`config.mk`:
```
export PLATFORM = sky130hd
export DESIGN_NAME = entropy_mixed_xorshift_range_rng_unit
export DESIGN_NICKNAME = d
export VERILOG_FILES = /design/src/erng_pkg.sv /design/src/entropy_mixed_xorshift_range_rng_unit.sv /design/src/erng_front.sv /design/src/erng_queue.sv /design/src/erng_mod.sv /design/src/erng_back.sv
export SDC_FILE = /design/constraint.sdc
export NUM_CORES = 1
export LEC_CHECK = 0
export BUFFER_PORTS_ARGS = -buffer_cell sky130_fd_sc_hd__buf_2
export CORE_AREA = 10 10 455 235
export DETAILED_ROUTE_END_ITERATION = 8
export DIE_AREA = 0 0 465 245
export PLACE_DENSITY = 0.45
export SLEW_MARGIN = 15
export SYNTH_ARGS = -nofsm -noshare
export SYNTH_HDL_FRONTEND = slang
export SYNTH_SLANG_ARGS = --single-unit
export TNS_END_PERCENT = 1
```
`constraint.sdc`:
```
create_clock -name clk -period 10.2 [get_ports clk]
set_clock_uncertainty 0.05 [all_clocks]
set_input_delay 2.04 -clock clk [delete_from_list [all_inputs] [get_ports clk]]
set_output_delay 2.04 -clock clk [all_outputs]
set_load 0.005 [all_outputs]
```
`src/erng_pkg.sv`:
```
`timescale 1ns / 1ps
// ----------------------------------------------------------------------------
// erng_pkg
// Shared types, constants and generator functions of the ranged random
// number unit.
// ----------------------------------------------------------------------------
package erng_pkg;

  localparam int WORD_W      = 32;
  localparam int VALUE_W     = 16;
  localparam int SPAN_W      = VALUE_W + 1;
  localparam int QUEUE_DEPTH = 4;

  localparam logic [WORD_W-1:0] SEED_WORD   = 32'hA3C59AC3;
  localparam logic [WORD_W-1:0] GOLDEN_WORD = 32'h9E3779B9;

  localparam int XS_SHL_A = 13;
  localparam int XS_SHR_B = 17;
  localparam int XS_SHL_C = 5;
  localparam int MIX_SHL  = 6;
  localparam int MIX_SHR  = 2;

  typedef enum logic {
    OP_MIX  = 1'b0,
    OP_DRAW = 1'b1
  } op_t;

  typedef enum logic {
    REG_RANGE_LOW  = 1'b0,
    REG_RANGE_HIGH = 1'b1
  } reg_idx_t;

  typedef enum logic [2:0] {
    B_IDLE,
    B_THR,
    B_ROUND,
    B_MOD,
    B_DONE
  } back_state_t;

  typedef struct packed {
    op_t               op;
    logic [WORD_W-1:0] word;
  } cmd_t;

  typedef struct packed {
    logic            start;
    logic [WORD_W:0] dividend;
  } mod_req_t;

  typedef struct packed {
    logic              done;
    logic [SPAN_W-1:0] remainder;
  } mod_rsp_t;

  function automatic logic [WORD_W-1:0] xs_round(input logic [WORD_W-1:0] w_in);
    logic [WORD_W-1:0] w;
    w = w_in;
    w = w ^ (w << XS_SHL_A);
    w = w ^ (w >> XS_SHR_B);
    w = w ^ (w << XS_SHL_C);
    if (w == '0) begin
      w = SEED_WORD;
    end
    return w;
  endfunction

  function automatic logic [WORD_W-1:0] mix_word(input logic [WORD_W-1:0] w,
                                                input logic [WORD_W-1:0] ent);
    logic [WORD_W-1:0] sum;
    sum = ent + GOLDEN_WORD + (w << MIX_SHL) + (w >> MIX_SHR);
    return xs_round(w ^ sum);
  endfunction

endpackage

```
`src/entropy_mixed_xorshift_range_rng_unit.sv`:
```
`timescale 1ns / 1ps
// ----------------------------------------------------------------------------
// entropy_mixed_xorshift_range_rng_unit
// Ranged random number unit on a 32-bit xorshift generator with entropy mixing.
// ----------------------------------------------------------------------------
// A mix request folds its entropy word into the generator word as it leaves
// the command queue and returns nothing. A draw request returns one value in
// [range_low, range_high], unbiased by rejection. The execution stage stays
// busy for the whole draw, and each rejected xorshift round lengthens it. The
// draw time is set by the shared remainder unit that runs twice per draw,
// once for the bias threshold and once for the final remainder, in 17
// two-bit steps each. If range_high is not above range_low a draw returns
// range_low without using the remainder unit. The input stage and a small
// command queue keep accepting requests while a draw is running, and the
// output register holds a finished value until it is taken. Change the range
// registers only while the unit is idle. No clearing pass runs after reset.
// ----------------------------------------------------------------------------
module entropy_mixed_xorshift_range_rng_unit
  import erng_pkg::*;
#(
  parameter int QueueDepth = QUEUE_DEPTH
) (
  input  logic               clk,
  input  logic               rst,
  input  logic               cfg_we,
  input  logic               cfg_index,
  input  logic [VALUE_W-1:0] cfg_data,
  input  logic               item_valid,
  output logic               item_stall,
  input  logic               action,
  input  logic [WORD_W-1:0]  entropy_word,
  output logic               result_valid,
  input  logic               result_stall,
  output logic [VALUE_W-1:0] random_value
);

  logic [VALUE_W-1:0] range_low;
  logic [VALUE_W-1:0] range_high;
  logic               queue_full;
  logic               push;
  cmd_t               push_cmd;
  logic               pop;
  logic               head_valid;
  cmd_t               head;
  mod_req_t           mod_req;
  mod_rsp_t           mod_rsp;
  logic [SPAN_W-1:0]  span;

  always_ff @(posedge clk) begin
    if (rst) begin
      range_low  <= VALUE_W'(5);
      range_high <= VALUE_W'(20);
    end else if (cfg_we) begin
      unique case (reg_idx_t'(cfg_index))
        REG_RANGE_LOW:  range_low  <= cfg_data;
        REG_RANGE_HIGH: range_high <= cfg_data;
        default: begin
        end
      endcase
    end
  end

  erng_front u_front (
    .clk          (clk),
    .rst          (rst),
    .item_valid   (item_valid),
    .item_stall   (item_stall),
    .action       (action),
    .entropy_word (entropy_word),
    .queue_full   (queue_full),
    .push         (push),
    .push_cmd     (push_cmd)
  );

  erng_queue #(
    .Depth (QueueDepth)
  ) u_queue (
    .clk        (clk),
    .rst        (rst),
    .push       (push),
    .push_cmd   (push_cmd),
    .full       (queue_full),
    .pop        (pop),
    .head_valid (head_valid),
    .head       (head)
  );

  erng_mod u_mod (
    .clk     (clk),
    .rst     (rst),
    .req     (mod_req),
    .divisor (span),
    .rsp     (mod_rsp)
  );

  erng_back u_back (
    .clk          (clk),
    .rst          (rst),
    .head_valid   (head_valid),
    .head         (head),
    .pop          (pop),
    .range_low    (range_low),
    .range_high   (range_high),
    .mod_req      (mod_req),
    .span         (span),
    .mod_rsp      (mod_rsp),
    .result_valid (result_valid),
    .result_stall (result_stall),
    .random_value (random_value)
  );

endmodule

```
`src/erng_front.sv`:
```
`timescale 1ns / 1ps
// ----------------------------------------------------------------------------
// erng_front
// Input stage: takes each request, classifies it as a mix or a draw and
// holds it until the command queue has room.
// ----------------------------------------------------------------------------
module erng_front
  import erng_pkg::*;
(
  input  logic              clk,
  input  logic              rst,
  input  logic              item_valid,
  output logic              item_stall,
  input  logic              action,
  input  logic [WORD_W-1:0] entropy_word,
  input  logic              queue_full,
  output logic              push,
  output cmd_t              push_cmd
);

  logic hold_valid;
  cmd_t hold_cmd;
  logic take;

  assign push       = hold_valid && !queue_full;
  assign item_stall = hold_valid && queue_full;
  assign take       = item_valid && !item_stall;
  assign push_cmd   = hold_cmd;

  always_ff @(posedge clk) begin
    if (rst) begin
      hold_valid <= 1'b0;
    end else if (take) begin
      hold_valid <= 1'b1;
    end else if (push) begin
      hold_valid <= 1'b0;
    end
  end

  always_ff @(posedge clk) begin
    if (take) begin
      hold_cmd.op   <= op_t'(action);
      // The entropy word only matters for a mix request.
      hold_cmd.word <= (op_t'(action) == OP_MIX) ? entropy_word : '0;
    end
  end

endmodule

```
`src/erng_queue.sv`:
```
`timescale 1ns / 1ps
// ----------------------------------------------------------------------------
// erng_queue
// Small command FIFO between the input stage and the execution stage.
// ----------------------------------------------------------------------------
module erng_queue
  import erng_pkg::*;
#(
  parameter int Depth = QUEUE_DEPTH
) (
  input  logic clk,
  input  logic rst,
  input  logic push,
  input  cmd_t push_cmd,
  output logic full,
  input  logic pop,
  output logic head_valid,
  output cmd_t head
);

  localparam int PtrW = (Depth > 1) ? $clog2(Depth) : 1;
  localparam int CntW = $clog2(Depth + 1);

  cmd_t            mem [Depth];
  logic [PtrW-1:0] wr_ptr;
  logic [PtrW-1:0] rd_ptr;
  logic [CntW-1:0] count;
  logic            do_push;
  logic            do_pop;

  assign full       = (count == CntW'(Depth));
  assign head_valid = (count != '0);
  assign head       = mem[rd_ptr];
  assign do_push    = push && !full;
  assign do_pop     = pop && head_valid;

  function automatic logic [PtrW-1:0] ptr_inc(input logic [PtrW-1:0] p);
    return (p == PtrW'(Depth - 1)) ? '0 : p + 1'b1;
  endfunction

  always_ff @(posedge clk) begin
    if (rst) begin
      wr_ptr <= '0;
      rd_ptr <= '0;
      count  <= '0;
    end else begin
      if (do_push) begin
        wr_ptr <= ptr_inc(wr_ptr);
      end
      if (do_pop) begin
        rd_ptr <= ptr_inc(rd_ptr);
      end
      if (do_push && !do_pop) begin
        count <= count + 1'b1;
      end else if (do_pop && !do_push) begin
        count <= count - 1'b1;
      end
    end
  end

  always_ff @(posedge clk) begin
    if (do_push) begin
      mem[wr_ptr] <= push_cmd;
    end
  end

endmodule

```
`src/erng_mod.sv`:
```
`timescale 1ns / 1ps
// ----------------------------------------------------------------------------
// erng_mod
// Iterative remainder unit: 33-bit dividend modulo a 17-bit divisor,
// restoring division at two quotient bits per cycle.
// ----------------------------------------------------------------------------
module erng_mod
  import erng_pkg::*;
(
  input  logic              clk,
  input  logic              rst,
  input  mod_req_t          req,
  input  logic [SPAN_W-1:0] divisor,
  output mod_rsp_t          rsp
);

  localparam int Steps = (WORD_W + 2) / 2;
  localparam int ShW   = 2 * Steps;
  localparam int CntW  = $clog2(Steps);

  logic              busy;
  logic              done;
  logic [CntW-1:0]   cnt;
  logic [ShW-1:0]    shreg;
  logic [SPAN_W-1:0] rem;
  logic [SPAN_W-1:0] rem_next;

  always_comb begin
    logic [SPAN_W:0] t;
    rem_next = rem;
    for (int i = 0; i < 2; i++) begin
      t = {rem_next, shreg[ShW-1-i]};
      if (t >= {1'b0, divisor}) begin
        t = t - {1'b0, divisor};
      end
      rem_next = t[SPAN_W-1:0];
    end
  end

  always_ff @(posedge clk) begin
    if (rst) begin
      busy <= 1'b0;
      done <= 1'b0;
      cnt  <= '0;
    end else begin
      done <= 1'b0;
      if (req.start) begin
        busy <= 1'b1;
        cnt  <= '0;
      end else if (busy) begin
        cnt <= cnt + 1'b1;
        if (cnt == CntW'(Steps - 1)) begin
          busy <= 1'b0;
          done <= 1'b1;
        end
      end
    end
  end

  always_ff @(posedge clk) begin
    if (req.start) begin
      shreg <= ShW'(req.dividend);
      rem   <= '0;
    end else if (busy) begin
      shreg <= shreg << 2;
      rem   <= rem_next;
    end
  end

  assign rsp.done      = done;
  assign rsp.remainder = rem;

endmodule

```
`src/erng_back.sv`:
```
`timescale 1ns / 1ps
// ----------------------------------------------------------------------------
// erng_back
// Execution stage: owns the generator word, carries out mix and draw
// commands and holds the result register.
// ----------------------------------------------------------------------------
module erng_back
  import erng_pkg::*;
(
  input  logic               clk,
  input  logic               rst,
  input  logic               head_valid,
  input  cmd_t               head,
  output logic               pop,
  input  logic [VALUE_W-1:0] range_low,
  input  logic [VALUE_W-1:0] range_high,
  output mod_req_t           mod_req,
  output logic [SPAN_W-1:0]  span,
  input  mod_rsp_t           mod_rsp,
  output logic               result_valid,
  input  logic               result_stall,
  output logic [VALUE_W-1:0] random_value
);

  back_state_t        state;
  back_state_t        state_next;
  logic [WORD_W-1:0]  word;
  logic [WORD_W-1:0]  word_round;
  logic [SPAN_W-1:0]  thr;
  logic [VALUE_W-1:0] value_hold;
  logic               empty_range;
  logic               out_free;
  logic               round_ok;
  logic               out_load;
  logic               start_draw;

  assign span        = {1'b0, range_high} - {1'b0, range_low} + SPAN_W'(1);
  assign empty_range = (range_high <= range_low);
  assign out_free    = !result_valid || !result_stall;
  assign word_round  = xs_round(word);
  assign round_ok    = (word_round >= WORD_W'(thr));

  always_comb begin
    state_next = state;
    unique case (state)
      B_IDLE: begin
        if (head_valid && head.op == OP_DRAW) begin
          state_next = empty_range ? B_DONE : B_THR;
        end
      end
      B_THR: begin
        if (mod_rsp.done) begin
          state_next = B_ROUND;
        end
      end
      B_ROUND: begin
        if (round_ok) begin
          state_next = B_MOD;
        end
      end
      B_MOD: begin
        if (mod_rsp.done) begin
          state_next = B_DONE;
        end
      end
      B_DONE: begin
        if (out_free) begin
          state_next = B_IDLE;
        end
      end
      default: state_next = B_IDLE;
    endcase
  end

  always_comb begin
    pop              = 1'b0;
    start_draw       = 1'b0;
    mod_req.start    = 1'b0;
    mod_req.dividend = {1'b0, word_round};
    out_load         = 1'b0;
    unique case (state)
      B_IDLE: begin
        pop        = head_valid;
        start_draw = head_valid && head.op == OP_DRAW && !empty_range;
        // The threshold is 2^32 mod span, which equals (2^32 - span) mod span.
        mod_req.start    = start_draw;
        mod_req.dividend = {1'b1, {WORD_W{1'b0}}};
      end
      B_ROUND: begin
        mod_req.start = round_ok;
      end
      B_DONE: begin
        out_load = out_free;
      end
      default: begin
      end
    endcase
  end

  always_ff @(posedge clk) begin
    if (rst) begin
      state        <= B_IDLE;
      word         <= SEED_WORD;
      result_valid <= 1'b0;
    end else begin
      state <= state_next;
      if (state == B_IDLE && head_valid && head.op == OP_MIX) begin
        word <= mix_word(word, head.word);
      end else if (state == B_ROUND) begin
        word <= word_round;
      end
      if (out_load) begin
        result_valid <= 1'b1;
      end else if (!result_stall) begin
        result_valid <= 1'b0;
      end
    end
  end

  always_ff @(posedge clk) begin
    if (state == B_IDLE && empty_range) begin
      value_hold <= range_low;
    end else if (state == B_MOD && mod_rsp.done) begin
      value_hold <= range_low + mod_rsp.remainder[VALUE_W-1:0];
    end
    if (state == B_THR && mod_rsp.done) begin
      thr <= mod_rsp.remainder;
    end
    if (out_load) begin
      random_value <= value_hold;
    end
  end

endmodule

```
# Yosys cells after proc, flatten, opt, wreduce, memory -nomap -nowiden
# Memories as Yosys holds them, arrays and structs flattened. A register that Yosys moved wholly into a read port is not among the register bits.
# Index checks and enable logic that the tools add are counted.
[totals] latch_bits=0 in_bits=55 mem_bits_ro=0 memories=1 register_bits=216 mem_bits_rw=132 elab_cells=135 output_inout_bits=18
[mem_list] name="u_queue.mem" depth=4 width=33 rd=1 rd_clocked_by_memory_dff=1 write_ports=1 line_no="erng_queue.sv:24" text="cmd_t mem [Depth];"
[classes] div_mod_pow=0 order_cmp=4 n_mux=37 addsub=13 multipliers=0 n_reduce_logical=36 n_shift=0 bitwise_logic=10 eq_ne=14
[op_table] operator="32-bit bitwise XOR" count=5
[op_table] operator="32-bit two-way mux" count=4
[op_table] operator="33-bit two-way mux" count=3
[op_table] operator="32-bit zero test" count=2
[op_table] operator="32-bit by 15-bit bitwise XOR with 32-bit output" count=2
[op_table] operator="18-bit by 17-bit >= comparator with 1-bit output" count=2
[op_table] operator="17-bit two-way mux" count=2
[op_table] operator="17-bit subtractor" count=2
[op_table] operator="32-bit by 30-bit adder with 32-bit output" count=1
[op_table] operator="32-bit adder" count=1
[op_table] operator="32-bit adder (second input constant)" count=1
[op_table] operator="32-bit by 17-bit >= comparator with 1-bit output" count=1
[op_table] operator="16-bit two-way mux" count=2
[op_table] operator="3-bit two-way mux" count=8
[op_table] operator="17-bit by 1-bit adder with 17-bit output (second input constant)" count=1
[op_table] operator="16-bit by 16-bit subtractor with 17-bit output" count=1
[op_table] operator="16-bit adder" count=1
[op_table] operator="16-bit <= comparator" count=1
[op_table] operator="3-bit one-hot mux with 5 select lines" count=1
[op_table] operator="1-bit logical AND" count=14
[op_table] operator="1-bit two-way mux" count=12
[op_table] operator="2-bit nonzero test" count=5
[op_table] operator="2-bit two-way mux" count=4
[op_table] operator="2-bit by 1-bit inequality test with 1-bit output (second input constant)" count=4
[op_table] operator="other kinds (20)" count=34

# Longest topological paths before layout
# Gate-level depths: netlist of run 1.
[depth] depth_word=10 mapped_depth=38 depth_no_buf=37

# Cells and area by module
# Synthesis of run 1 repeated with hierarchy kept, for this count alone.
[unflattened] hier_cells=2157 hier_area_um2=23019.6
[modules_own_cells] module="erng_back" cells_per_inst=1282 seq_area_each_um2=2192.1 n_inst=1 area_each_um2=10782.8
[modules_own_cells] module="erng_queue" cells_per_inst=223 seq_area_each_um2=4144.0 n_inst=1 area_each_um2=5251.3
[modules_own_cells] module="erng_mod" cells_per_inst=451 seq_area_each_um2=1491.4 n_inst=1 area_each_um2=4357.9
[modules_own_cells] module="entropy_mixed_xorshift_range_rng_unit" cells_per_inst=127 seq_area_each_um2=640.6 n_inst=1 area_each_um2=1366.3
[modules_own_cells] module="erng_front" cells_per_inst=74 seq_area_each_um2=1011.0 n_inst=1 area_each_um2=1261.2

# Worst setup path after synthesis of run 1
# OpenSTA, ideal clock, no wires.
[synth_timing] path_kind="reg2reg" startpoint="register range_low[1]" endpoint="register u_mod.rem[1]" setup_slack_ns=2.494 arrival_ns=7.586 setup_ns=0.070 period_less_slack_ns=7.706 t_required_ns=10.080 path_buffers=2 path_stages_with_launch=37 path_cell_list="dfxtp_1 inv_1 ha_1 inv_1 ha_1 fa_1 a22o_1 a221oi_2 o211a_4 o21bai_1 a21oi_1 o21bai_1 a21oi_1 xnor2_1 ha_1 and3_1 and2_1 and2_1 a21o_1 maj3_1 o2111a_1 nor2_1 clkbuf_1 nor2_1 nor2_1 ha_1 a21o_1 a211o_1 a221oi_1 o21a_1 nand3_1 a31oi_1 nor2_1 a2111oi_4 buf_6 mux2_2 a21oi_1"
[synth_via] elab_chain_len=6 word_cells_on_any_way=12 classes_between="add/sub: 4; order compare: 3; mux: 3; reduce/logical: 2"
[synth_lines] item="from (decl)" line_no="entropy_mixed_xorshift_range_rng_unit.sv:37" text="logic [VALUE_W-1:0] range_low;"
[synth_lines] item="from (signal assigned)" line_no="entropy_mixed_xorshift_range_rng_unit.sv:55" text="REG_RANGE_LOW: range_low <= cfg_data;"
[synth_lines] item="16-bit by 16-bit subtractor with 17-bit output" line_no="erng_back.sv:37" text="assign span = {1'b0, range_high} - {1'b0, range_low} + SPAN_W'(1);"
[synth_lines] item="17-bit by 1-bit adder with 17-bit output" line_no="erng_back.sv:37"
[synth_lines] item="18-bit by 17-bit >= comparator with 1-bit output or 17-bit subtractor (tied branches)" line_no="erng_mod.sv:33, erng_mod.sv:34"
[synth_lines] item="17-bit two-way mux" line_no="erng_mod.sv:33" text="if (t >= {1'b0, divisor}) begin"
[synth_lines] item="17-bit subtractor or 18-bit by 17-bit >= comparator with 1-bit output (tied branches)" line_no="erng_mod.sv:34, erng_mod.sv:33"
[synth_lines] item="17-bit two-way mux" line_no="erng_mod.sv:33"
[synth_lines] item="to (signal assigned)" line_no="erng_mod.sv:66" text="rem <= rem_next;"
[synth_lines] item="to (decl)" line_no="erng_mod.sv:25" text="logic [SPAN_W-1:0] rem;"
# Parallel ways exist; a longest one is shown, timed or not.
# A chain may end at the register's enable or synchronous reset.

# Worst setup path in the final report of run 1
# Same ends and word-level chain as after synthesis.

==> metrics.cfg, run 1 <==
[global_route]
met1_usage_pct=19.1
grt_pass1_wl_um=105000
grt_util_met3_pct=4.19
grt_pass1_vias=16200
antenna_found_initial=2
grt-ovfl-total=0
busiest_layer=met1
grtUsageTotal_pct=11.9
grt_start_max_net_pins=66
grt_util_met2_pct=14.6

[cells_and_area]
layout_common_cells=247 x edfxtp_1, 189 x inv_1, 168 x ha_1
nets=2469
design_area_um2=25900
syn_to_final_growth_pct=14.2
fillers=10500
drive_above_1_share_pct=10.5
final_common_cell=edfxtp_1

[critical_path]
reg2reg_setup_slack_ns=1.03
max_stage_delay_ns=0.49
r2r-end=u_mod.rem[1]
critPathSlowestCell=a221oi_1
worstPathArrival_ns=9.62
required_ns=10.65
r2r_cells=35
cp_max_fo=20
path_class=register to register
endpoint_kind=register
reg2reg_from=range_low[1]
cp-start-kind=register
crit_top_cell=a21oi_1

[synth]
synth.area.top_cells=edfxtp_1 33%, ha_1 9.3%, dfxtp_1 9.1%
synth_xor_area_share_pct=10.2
ys_types=88
netlist.area_leader.share_pct=32.8
synthSimpleGateAreaFrac_pct=11.3
syn_area_um2=22600
syn-num-nets=2417
ys_seq_area_share_pct=41.9
synth_compound_area_share_pct=14.7
synthMuxAreaShare_pct=4.37
synth.avg_cell_area_um2=10.5
synth_top_family_by_area=compound AO/OA/AOI/OAI gates
yosys_warnings=0
synth-seq-cells=350
synthAdderAreaFrac_pct=12.8
yosysTopAreaCell=edfxtp_1
syn_inst=2157
synth_flop_cell=edfxtp_1
synth_enable_flop_cells=247
async_flop_share_pct=0

[cts]
cts.sinks=350
clk_pin_slew_ns=0.06
htree_levels=2
cts_resized=0
cts_buffers=39
clockRootBuffer=clkbuf_16
cts_hold_buffers=0
cts_tree=built
cts_setup_buffers=0
clk_path_buf_depth=3
clk_latency_ns=0.60

[route]
dr.pass1.iters=5
ant_nets=0
num_vias=16700
route.detailed.drc=0
avgRoutedWirePerCell_um=19.6
viasPerCell=4.67
drtIter0Drc=1645
wl_um=70200

[min_path]
holdPathEnd=u_back.random_value[1]
min_from=u_back.value_hold[1]
min_path_cells=0
hp-class=register to register

[sta]
post-route-period-util_pct=89.9
fin_setup_tns_ns=0
slew_headroom_pct=26.5
setup_violations=0
rsz0062_at_grt=no
fmax_mhz=109
min_period_ns=9.17
timing.final.hold_violations=0
tightest_slew_ns=1.10
slew_viol_final=0

[placement]
place_area_um2=24600
portBuffers=72
gp_congestion=0.927
dp_hpwl_um=54800

[die]
core_area_um2=99200
die_x_um=465
placement_rows=82
fp.dieArea_um2=114000
floorplan.initialDensity_pct=22.8
io_pins=73
die_y_um=245

[run_status]
status=complete, no violations

[job]
maxCapViolations=0

-- worst max-delay path by stage --
stage	start	end
after floorplan	range_low[1]	u_mod.rem[1]
after global placement	range_low[1]	u_mod.rem[1]
after detailed placement	range_low[1]	u_mod.rem[1]
after CTS	range_low[1]	u_mod.rem[1]
after global routing	range_low[1]	u_mod.rem[1]
final	range_low[1]	u_mod.rem[1]
-- registers in the layout (all words and copies together) (netlist names), 3 cells and up, named ones only --
name                 cells
range_high              16
range_low               16
u_back.random_value     16
u_back.state             3
u_back.thr              17
u_back.value_hold       16
u_back.word             32
u_front.push_cmd        33
u_mod.cnt                5
u_mod.rem               17
u_mod.shreg             34
u_queue.count            3
u_queue.mem            132
-- per-stage QoR --
stage | std cells | hold slack, ns | util [%] | worst slack [ns]
after floorplan | 2157 | 0.350 | - | 2.49
after global placement | 3512 | 0.351 | 24.8 | 1.27
after detailed placement | 3512 | 0.356 | 24.8 | 1.21
after CTS | 3582 | 0.370 | 26.0 | 1.17
after global routing | 3583 | 0.373 | 26.1 | 0.313
final | 3583 | 0.369 | 26.1 | 1.03
-- worst max-delay path, delay by kind of cell, from the launching register on --
family	cells	cell delay (ns)
adder cells (fa/ha/maj)	6	1.92
AO/OA/AOI/OAI	17	4.21
XOR/XNOR	1	0.18
flip-flops	1	0.39
buffers and inverters	3	0.54
multiplexers	1	0.37
AND/OR/NAND/NOR	7	1.41
-- synthesized netlist by cell type (all sizes together), types with 20 or more instances --
master,n
edfxtp,247
inv,189
ha,168
nand2,165
xnor2,156
a21oi,147
dfxtp,103
o21ai,102
nor2,98
clkbuf,73
xor2,68
nand3,51
nor2b,50
a21o,37
fa,37
nor3,37
a211oi,36
mux4,33
and2,31
mux2i,20
nand4,20
-- metal layers --
| layer | vias to the layer above | share of wire [%] |
|---|---|---|
| li1 | 7883 | - |
| met1 | 8206 | 54 |
| met2 | 573 | 35 |
| met3 | 67 | 9.7 |
| met4 | 0 | 1.6 |
| met5 | - | 0 |
-- final cells by class --
cell class,instances,area (µm²),share of cell area (%)
Multi-Input combinational cell,1527,12100,46.9
Antenna cell,1,2.50,0.00968
Clock buffer,53,1070,4.14
Inverter,189,709,2.74
Clock inverter,17,203,0.784
Sequential cell,350,9480,36.7
Timing Repair Buffer,102,586,2.26
Tap cell,1344,1680,6.50
-- logic make-up (layout without fill, tap and decap cells) --
logic type | after synthesis | count (layout)
AOI/OAI and AO/OA | 496 | 496
adders and majority gates | 210 | 210
xor gates and xnor gates | 239 | 239
buffers and inverters | 280 | 361
DFF | 350 | 350
other | 0 | 1
and+or+nand+nor | 525 | 525
muxes | 57 | 57
Power of run 1 is not shown: default switching activity piles up to over one toggle a cycle in this logic, so the estimate is an artifact.
==> run 2, diff against run 1 <==
CTS_BUF_LIST = sky130_fd_sc_hd__clkbuf_8   (was default)
REMOVE_ABC_BUFFERS = 1   (was default)
==> metrics.cfg, run 2 (same netlist as run 1, synthesis figures left out) <==
[run_status]
status=complete, no violations

[critical_path]
worstPathArrival_ns=9.90
endpoint_kind=register
cp-start-kind=register
cp_max_fo=14
reg2reg_setup_slack_ns=0.85
critPathSlowestCell=a221oi_1
critPathTopFamily=compound AO/OA/AOI/OAI gates
worst-path-buf-inv=3
required_ns=10.75
path_class=register to register
crit_top_cell=a21oi_1
max_stage_delay_ns=0.51

[global_route]
grt_pass1_vias=16800
antenna_found_initial=3
grt-ovfl-total=0
grt_start_max_net_pins=67
grt_pass1_wl_um=108000
grtUsageTotal_pct=12.2

[route]
viasPerCell=4.68
drtIter0Drc=1538
wl_um=71000
avgRoutedWirePerCell_um=19.6
ant_nets=0
route.detailed.drc=0
dr.pass1.iters=5
num_vias=16900

[die]
fp.dieArea_um2=114000
core_area_um2=99200
floorplan.initialDensity_pct=22.8
die_x_um=465
die_y_um=245
placement_rows=82
io_pins=73

[sta]
post-route-period-util_pct=91.7
slew_viol_final=0
timing.final.hold_violations=0
setup_violations=0
fmax_mhz=107
hold_slack_ns=0.371
fin_setup_tns_ns=0
setup_ws_ns=0.851
tightest_slew_ns=1.17
slew_headroom_pct=22.0
min_period_ns=9.35
rsz0062_at_grt=no

[cells_and_area]
antennaDiodeCount=0
top_register=u_queue.mem
finalNonFillerCells=3617
largest_reg_flops=132
layout_common_cells=247 x edfxtp_1, 205 x inv_1, 168 x ha_1
nets=2487
drive_above_1_share_pct=11.4
syn_to_final_growth_pct=13.9
final_common_cell=edfxtp_1

[min_path]
hp-class=register to register

[cts]
htree_levels=2
clk_latency_ns=0.72
cts_tree=built
cts.sinks=350
clockRootBuffer=clkbuf_8
cts_buffers=57
clk_path_buf_depth=3
clk_pin_slew_ns=0.07
cts_hold_buffers=0

[placement]
portBuffers=72
gp_congestion=0.914
dp.cells=3512
dp_hpwl_um=55200
pre_cts_slack_ns=0.776

[job]
maxCapViolations=0

run 2: cell count changes in the layout (fill, tap and decap cells not counted), moves of 2 or more:
cell	change
inv_6	-4
clkinv_1	+5
clkinv_2	+3
inv_1	+16
clkbuf_1	-11
clkbuf_16	-40
clkbuf_8	+60
clkinvlp_4	+3
clkinv_8	+2
run 2: area by class of cell:
| cell class | count | area, µm² |
|---|---|---|
| fill | 10500 | 73400 |
| multi-input combinational | 1527 | 12100 |
| sequential | 350 | 9480 |
| tap | 1344 | 1680 |
| clock buffer | 62 | 853 |
| inverter | 189 | 709 |
| timing repair buffer | 102 | 598 |
| clock inverter | 43 | 342 |
run 2: repair_timing:
action                                  in CTS  in global routing
buffers inserted                             0                  0
hold endpoints to repair                     0                  0
endpoints found under the setup margin       0                  2
gates resized for setup                      0                  2
run 2: layer usage:
layer / global-route usage (%) / share of wire (%) / up-vias
li1: - / - / 7929
met5: 0 / 0 / -
met4: 2.17 / 1.3 / 0
met1: 20.2 / 56 / 8383
met2: 15.1 / 35 / 542
met3: 3.19 / 8.0 / 86
run 2: per-stage QoR:
step | util [%] | instance area, µm²
floorplan | - | 22300
global placement | 24.8 | 24600
detailed placement | 24.8 | 24600
CTS | 26.0 | 25800
global route | 26.0 | 25800
finish | 26.0 | 25800
run 2: final timing paths:
kind,start,depth (start not counted),end
max,range_low[1],35,u_mod.rem[1]
min,u_back.value_hold[10],0,u_back.random_value[10]
max reg2reg,range_low[1],35,u_mod.rem[1]
min reg2reg,u_back.value_hold[10],0,u_back.random_value[10]
Power of run 2 is left out for the same reason.
